[src/rtl/nsc_pkg.sv]
// ----------------------------------------------------------------------------
// nsc_pkg
// Shared types and constants for the nearest-neighbour scaler with
// RGB565 output conversion.
// ----------------------------------------------------------------------------
package nsc_pkg;

  // Field widths
  localparam int unsigned PixInW   = 32;
  localparam int unsigned PixOutW  = 16;
  localparam int unsigned DimW     = 12;   // output sizes, counters
  localparam int unsigned CoordW   = 11;   // origins, source coordinates
  localparam int unsigned FmtW     = 2;
  localparam int unsigned AccW     = 44;   // row accumulator / row step
  localparam int unsigned FracBits = 32;

  // Configuration port
  localparam int unsigned CfgDataW = 64;
  localparam int unsigned CfgAddrW = 6;
  localparam int unsigned CfgIdxW  = 3;

  // Register indexes
  localparam logic [CfgIdxW-1:0] REG_PIXEL_FORMAT   = 3'd0;
  localparam logic [CfgIdxW-1:0] REG_OUT_WIDTH      = 3'd1;
  localparam logic [CfgIdxW-1:0] REG_OUT_HEIGHT     = 3'd2;
  localparam logic [CfgIdxW-1:0] REG_ORIGIN_X       = 3'd3;
  localparam logic [CfgIdxW-1:0] REG_ORIGIN_Y       = 3'd4;
  localparam logic [CfgIdxW-1:0] REG_COL_STEP_WHOLE = 3'd5;
  localparam logic [CfgIdxW-1:0] REG_COL_STEP_REST  = 3'd6;
  localparam logic [CfgIdxW-1:0] REG_ROW_STEP       = 3'd7;

  // Source pixel formats (code 3 is treated as XRGB8888)
  localparam logic [FmtW-1:0] FMT_RGB565   = 2'd0;
  localparam logic [FmtW-1:0] FMT_RGB1555  = 2'd1;
  localparam logic [FmtW-1:0] FMT_XRGB8888 = 2'd2;

  // Register file contents
  typedef struct packed {
    logic [FmtW-1:0]   pixel_format;
    logic [DimW-1:0]   out_width;
    logic [DimW-1:0]   out_height;
    logic [CoordW-1:0] origin_x;
    logic [CoordW-1:0] origin_y;
    logic [DimW-1:0]   col_step_whole;
    logic [CoordW-1:0] col_step_rest;
    logic [AccW-1:0]   row_step;
  } cfg_t;

  // Position results of one walk step
  typedef struct packed {
    logic [DimW-1:0]   dest_x;
    logic [DimW-1:0]   dest_y;
    logic [CoordW-1:0] next_src_x;
    logic [CoordW-1:0] next_src_y;
    logic              frame_done;
  } walk_t;

endpackage

[src/rtl/nsc_convert.sv]
// ----------------------------------------------------------------------------
// nsc_convert
// Converts one raw source pixel to a 16-bit RGB565 screen pixel.
// ----------------------------------------------------------------------------
module nsc_convert (
  input  logic [nsc_pkg::FmtW-1:0]    fmt,
  input  logic [nsc_pkg::PixInW-1:0]  raw,
  output logic [nsc_pkg::PixOutW-1:0] pixel
);

  always_comb begin
    case (fmt)
      nsc_pkg::FMT_RGB565: begin
        pixel = raw[15:0];
      end
      nsc_pkg::FMT_RGB1555: begin
        // red to bits 15:11, green to 10:6, bit 5 left clear
        pixel = {raw[14:10], raw[9:5], 1'b0, raw[4:0]};
      end
      default: begin
        // XRGB8888: top bits of each channel
        pixel = {raw[23:19], raw[15:10], raw[7:3]};
      end
    endcase
  end

endmodule

[src/rtl/nsc_walker.sv]
// ----------------------------------------------------------------------------
// nsc_walker
// Output raster walk: keeps output column/row, the source column as
// whole-plus-remainder and the fixed-point source row accumulator.
// ----------------------------------------------------------------------------
module nsc_walker (
  input  logic           clk,
  input  logic           rst_n,
  input  nsc_pkg::cfg_t  cfg,
  input  logic           step,
  input  logic           start,
  output nsc_pkg::walk_t res
);

  localparam int unsigned DimW = nsc_pkg::DimW;
  localparam int unsigned AccW = nsc_pkg::AccW;

  logic [DimW-1:0] out_col_r, out_col_nxt;
  logic [DimW-1:0] out_row_r, out_row_nxt;
  logic [DimW-1:0] src_col_r, src_col_nxt;
  logic [DimW-1:0] rem_r, rem_nxt;
  logic [AccW-1:0] acc_r, acc_nxt;

  logic [DimW-1:0] col_cur, row_cur, src_cur, rem_cur;
  logic [AccW-1:0] acc_cur;
  logic [DimW:0]   col_inc, row_inc;
  logic            line_end, last;
  logic [DimW-1:0] src_sum, rem_sum;
  logic            rem_wrap;

  // A frame start clears the walk before this item
  always_comb begin
    col_cur = start ? '0 : out_col_r;
    row_cur = start ? '0 : out_row_r;
    src_cur = start ? '0 : src_col_r;
    rem_cur = start ? '0 : rem_r;
    acc_cur = start ? '0 : acc_r;
  end

  // End of line / frame tests
  always_comb begin
    col_inc  = {1'b0, col_cur} + {{DimW{1'b0}}, 1'b1};
    row_inc  = {1'b0, row_cur} + {{DimW{1'b0}}, 1'b1};
    line_end = col_inc >= {1'b0, cfg.out_width};
    last     = line_end && (row_inc >= {1'b0, cfg.out_height});
  end

  // Column step with one remainder correction
  always_comb begin
    src_sum  = src_cur + cfg.col_step_whole;
    rem_sum  = rem_cur + {1'b0, cfg.col_step_rest};
    rem_wrap = rem_sum >= cfg.out_width;
  end

  // Next walk state
  always_comb begin
    if (last) begin
      out_col_nxt = '0;
      out_row_nxt = '0;
      src_col_nxt = '0;
      rem_nxt     = '0;
      acc_nxt     = '0;
    end else if (line_end) begin
      out_col_nxt = '0;
      out_row_nxt = row_inc[DimW-1:0];
      src_col_nxt = '0;
      rem_nxt     = '0;
      acc_nxt     = acc_cur + cfg.row_step;
    end else begin
      out_col_nxt = col_inc[DimW-1:0];
      out_row_nxt = row_cur;
      src_col_nxt = rem_wrap ? src_sum + {{(DimW-1){1'b0}}, 1'b1} : src_sum;
      rem_nxt     = rem_wrap ? rem_sum - cfg.out_width : rem_sum;
      acc_nxt     = acc_cur;
    end
  end

  // Results of this step
  always_comb begin
    res.dest_x     = {1'b0, cfg.origin_x} + col_cur;
    res.dest_y     = {1'b0, cfg.origin_y} + row_cur;
    res.next_src_x = src_col_nxt[nsc_pkg::CoordW-1:0];
    res.next_src_y = acc_nxt[nsc_pkg::FracBits +: nsc_pkg::CoordW];
    res.frame_done = last;
  end

  // State registers
  always_ff @(posedge clk) begin
    if (!rst_n) begin
      out_col_r <= '0;
      out_row_r <= '0;
      src_col_r <= '0;
      rem_r     <= '0;
      acc_r     <= '0;
    end else if (step) begin
      out_col_r <= out_col_nxt;
      out_row_r <= out_row_nxt;
      src_col_r <= src_col_nxt;
      rem_r     <= rem_nxt;
      acc_r     <= acc_nxt;
    end
  end

endmodule

[src/rtl/nearest_scaler_rgb565_convert_unit.sv]
// ----------------------------------------------------------------------------
// nearest_scaler_rgb565_convert_unit
// Output-order nearest-neighbour scaler with conversion to RGB565.
//
//   Port group   Dir  Transaction contents
//   in_*         in   source pixel (tdata), start of frame (tuser)
//   out_*        out  pixel, screen x/y, next source x/y (tdata), end of frame
//   cfg_*        in   APB register access, 64-bit data, 8-byte spacing
//
// One pixel per clock while out_tready does not stall: an input register
// feeds the walk/convert logic and a result register; the walk state
// updates as the item leaves the input register.
// Reset is synchronous; the walk restarts at output pixel zero and the
// registers take their default values. A stall on out_tready holds both
// stages; a full input register then drops in_tready combinationally.
// ----------------------------------------------------------------------------
module nearest_scaler_rgb565_convert_unit (
  input  logic                          clk,
  input  logic                          rst_n,
  // input stream
  input  logic                          in_tvalid,
  output logic                          in_tready,
  input  logic [31:0]                   in_tdata,   // [31:0] source_pixel
  input  logic                          in_tuser,   // [0] start_frame
  // result stream
  output logic                          out_tvalid,
  input  logic                          out_tready,
  // [15:0] out_pixel, [27:16] dest_x, [39:28] dest_y,
  // [50:40] next_src_x, [61:51] next_src_y, [63:62] zero
  output logic [63:0]                   out_tdata,
  output logic                          out_tlast,  // frame_done
  // configuration
  input  logic                          cfg_psel,
  input  logic                          cfg_penable,
  input  logic                          cfg_pwrite,
  input  logic [nsc_pkg::CfgAddrW-1:0]  cfg_paddr,
  input  logic [nsc_pkg::CfgDataW-1:0]  cfg_pwdata,
  output logic [nsc_pkg::CfgDataW-1:0]  cfg_prdata,
  output logic                          cfg_pready
);

  localparam int unsigned CfgDataW = nsc_pkg::CfgDataW;

  nsc_pkg::cfg_t cfg_r;

  logic                        in_valid_r;
  logic [nsc_pkg::PixInW-1:0]  in_pixel_r;
  logic                        in_start_r;

  logic                        out_valid_r;
  logic [nsc_pkg::PixOutW-1:0] out_pixel_r;
  nsc_pkg::walk_t              out_walk_r;

  logic                        advance;
  logic                        step;
  logic                        cfg_wr;
  logic [nsc_pkg::CfgIdxW-1:0] cfg_idx;
  logic [nsc_pkg::PixOutW-1:0] conv_pixel;
  nsc_pkg::walk_t              walk;

  // Handshake
  assign advance    = !out_valid_r || out_tready;
  assign step       = in_valid_r && advance;
  assign in_tready  = !in_valid_r || advance;
  assign out_tvalid = out_valid_r;

  // Register access
  assign cfg_pready = 1'b1;
  assign cfg_wr     = cfg_psel && cfg_penable && cfg_pwrite && cfg_pready;
  assign cfg_idx    = cfg_paddr[nsc_pkg::CfgAddrW-1:nsc_pkg::CfgAddrW-nsc_pkg::CfgIdxW];

  always_ff @(posedge clk) begin
    if (!rst_n) begin
      cfg_r.pixel_format   <= nsc_pkg::FMT_RGB565;
      cfg_r.out_width      <= nsc_pkg::DimW'(1);
      cfg_r.out_height     <= nsc_pkg::DimW'(1);
      cfg_r.origin_x       <= '0;
      cfg_r.origin_y       <= '0;
      cfg_r.col_step_whole <= nsc_pkg::DimW'(1);
      cfg_r.col_step_rest  <= '0;
      cfg_r.row_step       <= nsc_pkg::AccW'(1) << nsc_pkg::FracBits;
    end else if (cfg_wr) begin
      unique case (cfg_idx)
        nsc_pkg::REG_PIXEL_FORMAT:   cfg_r.pixel_format   <= cfg_pwdata[nsc_pkg::FmtW-1:0];
        nsc_pkg::REG_OUT_WIDTH:      cfg_r.out_width      <= cfg_pwdata[nsc_pkg::DimW-1:0];
        nsc_pkg::REG_OUT_HEIGHT:     cfg_r.out_height     <= cfg_pwdata[nsc_pkg::DimW-1:0];
        nsc_pkg::REG_ORIGIN_X:       cfg_r.origin_x       <= cfg_pwdata[nsc_pkg::CoordW-1:0];
        nsc_pkg::REG_ORIGIN_Y:       cfg_r.origin_y       <= cfg_pwdata[nsc_pkg::CoordW-1:0];
        nsc_pkg::REG_COL_STEP_WHOLE: cfg_r.col_step_whole <= cfg_pwdata[nsc_pkg::DimW-1:0];
        nsc_pkg::REG_COL_STEP_REST:  cfg_r.col_step_rest  <= cfg_pwdata[nsc_pkg::CoordW-1:0];
        nsc_pkg::REG_ROW_STEP:       cfg_r.row_step       <= cfg_pwdata[nsc_pkg::AccW-1:0];
        default: ;
      endcase
    end
  end

  // Read-back mux
  always_comb begin
    unique case (cfg_idx)
      nsc_pkg::REG_PIXEL_FORMAT:   cfg_prdata = CfgDataW'(cfg_r.pixel_format);
      nsc_pkg::REG_OUT_WIDTH:      cfg_prdata = CfgDataW'(cfg_r.out_width);
      nsc_pkg::REG_OUT_HEIGHT:     cfg_prdata = CfgDataW'(cfg_r.out_height);
      nsc_pkg::REG_ORIGIN_X:       cfg_prdata = CfgDataW'(cfg_r.origin_x);
      nsc_pkg::REG_ORIGIN_Y:       cfg_prdata = CfgDataW'(cfg_r.origin_y);
      nsc_pkg::REG_COL_STEP_WHOLE: cfg_prdata = CfgDataW'(cfg_r.col_step_whole);
      nsc_pkg::REG_COL_STEP_REST:  cfg_prdata = CfgDataW'(cfg_r.col_step_rest);
      nsc_pkg::REG_ROW_STEP:       cfg_prdata = CfgDataW'(cfg_r.row_step);
      default:                     cfg_prdata = '0;
    endcase
  end

  // Input register
  always_ff @(posedge clk) begin
    if (!rst_n) begin
      in_valid_r <= 1'b0;
    end else if (in_tready) begin
      in_valid_r <= in_tvalid;
    end
  end

  always_ff @(posedge clk) begin
    if (in_tready && in_tvalid) begin
      in_pixel_r <= in_tdata;
      in_start_r <= in_tuser;
    end
  end

  // Datapath
  nsc_convert u_convert (
    .fmt   (cfg_r.pixel_format),
    .raw   (in_pixel_r),
    .pixel (conv_pixel)
  );

  nsc_walker u_walker (
    .clk   (clk),
    .rst_n (rst_n),
    .cfg   (cfg_r),
    .step  (step),
    .start (in_start_r),
    .res   (walk)
  );

  // Result register
  always_ff @(posedge clk) begin
    if (!rst_n) begin
      out_valid_r <= 1'b0;
    end else if (advance) begin
      out_valid_r <= in_valid_r;
    end
  end

  always_ff @(posedge clk) begin
    if (step) begin
      out_pixel_r <= conv_pixel;
      out_walk_r  <= walk;
    end
  end

  assign out_tdata = {2'b00, out_walk_r.next_src_y, out_walk_r.next_src_x,
                      out_walk_r.dest_y, out_walk_r.dest_x, out_pixel_r};
  assign out_tlast = out_walk_r.frame_done;

endmodule
[config.mk]
export PLATFORM = sky130hd
export DESIGN_NAME = nearest_scaler_rgb565_convert_unit
export DESIGN_NICKNAME = d
export VERILOG_FILES = /design/src/rtl/nsc_pkg.sv /design/src/rtl/nsc_convert.sv /design/src/rtl/nsc_walker.sv /design/src/rtl/nearest_scaler_rgb565_convert_unit.sv
export SDC_FILE = /design/constraint.sdc
export NUM_CORES = 1
export LEC_CHECK = 0
export ABC_AREA = 0
export BUFFER_PORTS_ARGS = -buffer_cell sky130_fd_sc_hd__buf_2
export CORE_MARGIN = 3
export CORE_UTILIZATION = 35
export DETAILED_ROUTE_END_ITERATION = 7
export PLACE_DENSITY = 0.54
export SYNTH_ARGS = -nofsm -noshare
export SYNTH_HDL_FRONTEND = slang
export SYNTH_SLANG_ARGS = --single-unit
[constraint.sdc]
create_clock -name clk -period 4.7 [get_ports clk]
set_input_delay 0.705 -clock clk [delete_from_list [all_inputs] [get_ports clk]]
set_output_delay 0.705 -clock clk [all_outputs]
set_load 0.01 [all_outputs]
==> flow_summary.toml <==
[synth]
ys_warn_count = 0
synthTopCellsByArea = "dfxtp_1 (23%), edfxtp_1 (14%), ha_1 (8.6%)"
ys_seq_elements = 292
synth_cells = 2041
synth_most_common_cell = "nand2_1"
synth_top_cell_area_share = 0.230
seq_area_frac_synth = 0.371
synthArstFlopShare = 0
yosysTopAreaCell = "dfxtp_1"
avgSynthCellArea_um2 = 8.84
ys_types = 79
syn_area_um2 = 18000
synthFlopType = "dfxtp_1"
synth_edf_count = 85
synth_commonest_cells = "nand2_1 (274), dfxtp_1 (207), nor2b_1 (199)"

[pwr]
power_density_nw_per_um2 = 291
p_switching_mw = 1.46
power.internal_mw = 4.65
p_sw_frac = 0.239
p_clk_frac = 0.492
pwr-share-seq = 0.436
max-vdd-ir-drop_mv = 0.223
cellLeakagePower_nw = 8.46
combPwrFrac = 0.072

[grt]
grt_use_total = 0.189
grt_max_degree = 98
grt_pass1_wl_um = 80900
overflow = 0
grt_pass1_vias = 14200
grt_antenna_before_repair = 0

[critical_path]
crit_chain = "buf_12 > nor2b_2 > fa_1 > a21o_1 > a21oi_1 > o21bai_1 > a21oi_1 > o21ai_0 > a21o_1 > a21oi_1 > xnor2_1 > ha_1 > o21a_1 > o211ai_2 > a211oi_2 > nand4_1 > xnor2_1 > nor2_1"
start_kind = "register"
path_common_cell = "a21oi_1"
cp.arrival_ns = 4.69
crit_family = "compound AO/OA/AOI/OAI gates"
path_buf_inv = 1
cp_max_fo = 33
cpPeakStageDelay_ns = 0.48
cp-end-kind = "register"
crit_type = "reg2reg"
critPathSlowestCell = "edfxtp_1"
cp.required_ns = 5.01

[clocking]
cts_inserted_buffers = 36
cts_tree = "built"
cts_setup_buffers = 0
cts.clk_slew.worst_paths_ns = 0.06
cts_buffer_depth = 3
cts.sinks = 292
cts.htree.levels = 2
insertion_delay_ns = 0.56
clockRootBuffer = "clkbuf_16"

[timing]
finClkSkew_ns = 0.0271
setup-tns-final_ns = 0
slew_headroom = 0.231
worst_pin_slew_ns = 1.15
report.final.setup_viol = 0
finalCriticalPeriod_ns = 4.38
fmax_ghz = 0.228
hold_violations = 0
timing.final.crit_share = 0.933
rsz0062_at_grt = "false"
final_max_slew_viol_count = 0

[floorplan]
die_w_um = 233
ios = 242
core-area_um2 = 50600
fp.dieArea_um2 = 54300
die-height_um = 233
row_count = 82
initial_core_util = 0.357

[place]
port_buffers = 184
dpl-instance-area_um2 = 19700
dpl.cell_count = 2833
gp_congestion = 0.895
dp_hpwl_um = 38600

[layout]
drive_gt1_frac = 0.150
final_util = 0.415
area.growth.synth_to_final_pct = 16.2
num_antenna_cells = 0
post-route-cell-area_um2 = 21000
nets = 2439
fin_cells = 2898

[routing]
drcViolationCount = 0
viasPerCell = 5.12
antenna_left = 0
vias = 14800
wire_per_inst_um = 18.2
first_pass_iters = 5
wirelength_um = 52700
drtIter0Drc = 1010

[worst_hold_path]
hold_class = "in2reg"

[job]
drv_cap = 0

[run_status]
run_status = "finished clean"
-- logic make-up after synthesis --
logic type               count (synthesis)  synth area share
other                                    2          0.000416
AO/OA/AOI/OAI                          476             0.178
AND/OR/NAND/NOR                        751             0.206
multiplexers                            83            0.0517
adder cells (fa/ha/maj)                130            0.0926
flip-flops                             292             0.371
XOR/XNOR                               105            0.0510
buffers and inverters                  202            0.0488
-- state kept, by name, summed over array words and instances (netlist names) --
| register | flops |
|---|---|
| cfg_r | 115 |
| in_pixel_r | 21 |
| in_start_r | 1 |
| in_valid_r | 1 |
| out_pixel_r | 16 |
| out_tdata | 46 |
| out_tlast | 1 |
| out_tvalid | 1 |
| u_walker.acc_r | 43 |
| u_walker.out_col_r | 12 |
| u_walker.out_row_r | 12 |
| u_walker.rem_r | 12 |
| u_walker.src_col_r | 11 |
-- per-stage QoR --
step / total power [mW] / hold WS (ns) / setup WS, ns
final: 6.11 / 0.320 / 0.316
after detailed placement: 3.16 / 0.440 / 0.185
after global placement: 3.15 / 0.429 / 0.227
after CTS: 6.19 / 0.287 / 0.168
after global routing: 6.31 / 0.296 / 0.00975
after floorplan: 2.97 / 0.417 / 0.0741
-- area by class of cell --
type | instances | area [um^2]
Clock inverter | 22 | 277
Timing Repair Buffer | 225 | 1290
Fill cell | 5098 | 29600
Sequential cell | 292 | 6700
Multi-Input combinational cell | 1568 | 10600
Inverter | 76 | 287
Clock buffer | 43 | 1000
Tap cell | 672 | 841
-- worst reg2reg max path: cells and delay by family, from the launching register on --
| family | cells | cell delay [ns] |
|---|---|---|
| xor+xnor | 2 | 0.35 |
| flops | 1 | 0.48 |
| fa+ha+maj | 2 | 0.74 |
| compound gates | 10 | 1.97 |
| simple gates | 3 | 0.34 |
| buf+inv | 1 | 0.25 |
-- what timing repair did --
item | 4_1_cts | 5_1_grt
hold buffers | 0 | 0
hold endpoints to repair | 0 | 0
gates resized for setup | 0 | 2
endpoints found under the setup margin | 0 | 8
-- path summary, 6_finish.rpt --
check / from / endpoint / slack, ns / depth (start not counted)
worst max-delay path: in_start_r$_DFFE_PP_ / out_tdata[50]$_DFFE_PP_ / 0.32 / 18
worst max register to register: in_start_r$_DFFE_PP_ / out_tdata[50]$_DFFE_PP_ / 0.32 / 18
worst min-delay path: in_tdata[0] / in_pixel_r[0]$_DFFE_PP_ / 0.32 / 1
worst min register to register: u_walker.src_col_r[3]$_SDFFE_PN0P_ / u_walker.src_col_r[3]$_SDFFE_PN0P_ / 0.45 / 2
-- layout by cell type (no fill, tap or decap), types with 47 or more instances in the layout --
cell,netlist,routed
nand2_1,274,274
dfxtp_1,207,207
nor2b_1,199,198
buf_2,14,183
ha_1,124,124
nor2_1,98,96
o21ai_0,92,92
a21oi_1,89,89
a21boi_0,86,86
edfxtp_1,85,85
inv_1,76,75
xnor2_1,67,67
mux2i_1,64,64
a22oi_1,47,47
-- layer usage --
layer  routed length (um)  vias up  global-route usage
li1                     -     7411                   -
met1                24000     6989               0.250
met2                24500      378               0.316
met3                 2840       70              0.0349
met4                 1320        0              0.0548
met5                    0        -                   0
-- power by group through the flow --
stage	Sequential, mW	Clock (mW)	Combinational [mW]
2_1_floorplan	2.72	0	0.256
3_3_place_gp	2.71	0	0.438
3_5_place_dp	2.72	0	0.440
4_1_cts	2.66	3.08	0.442
5_1_grt	2.66	3.17	0.479
6_report	2.66	3.01	0.441
Note: power is estimated with default switching activity, not from simulation.
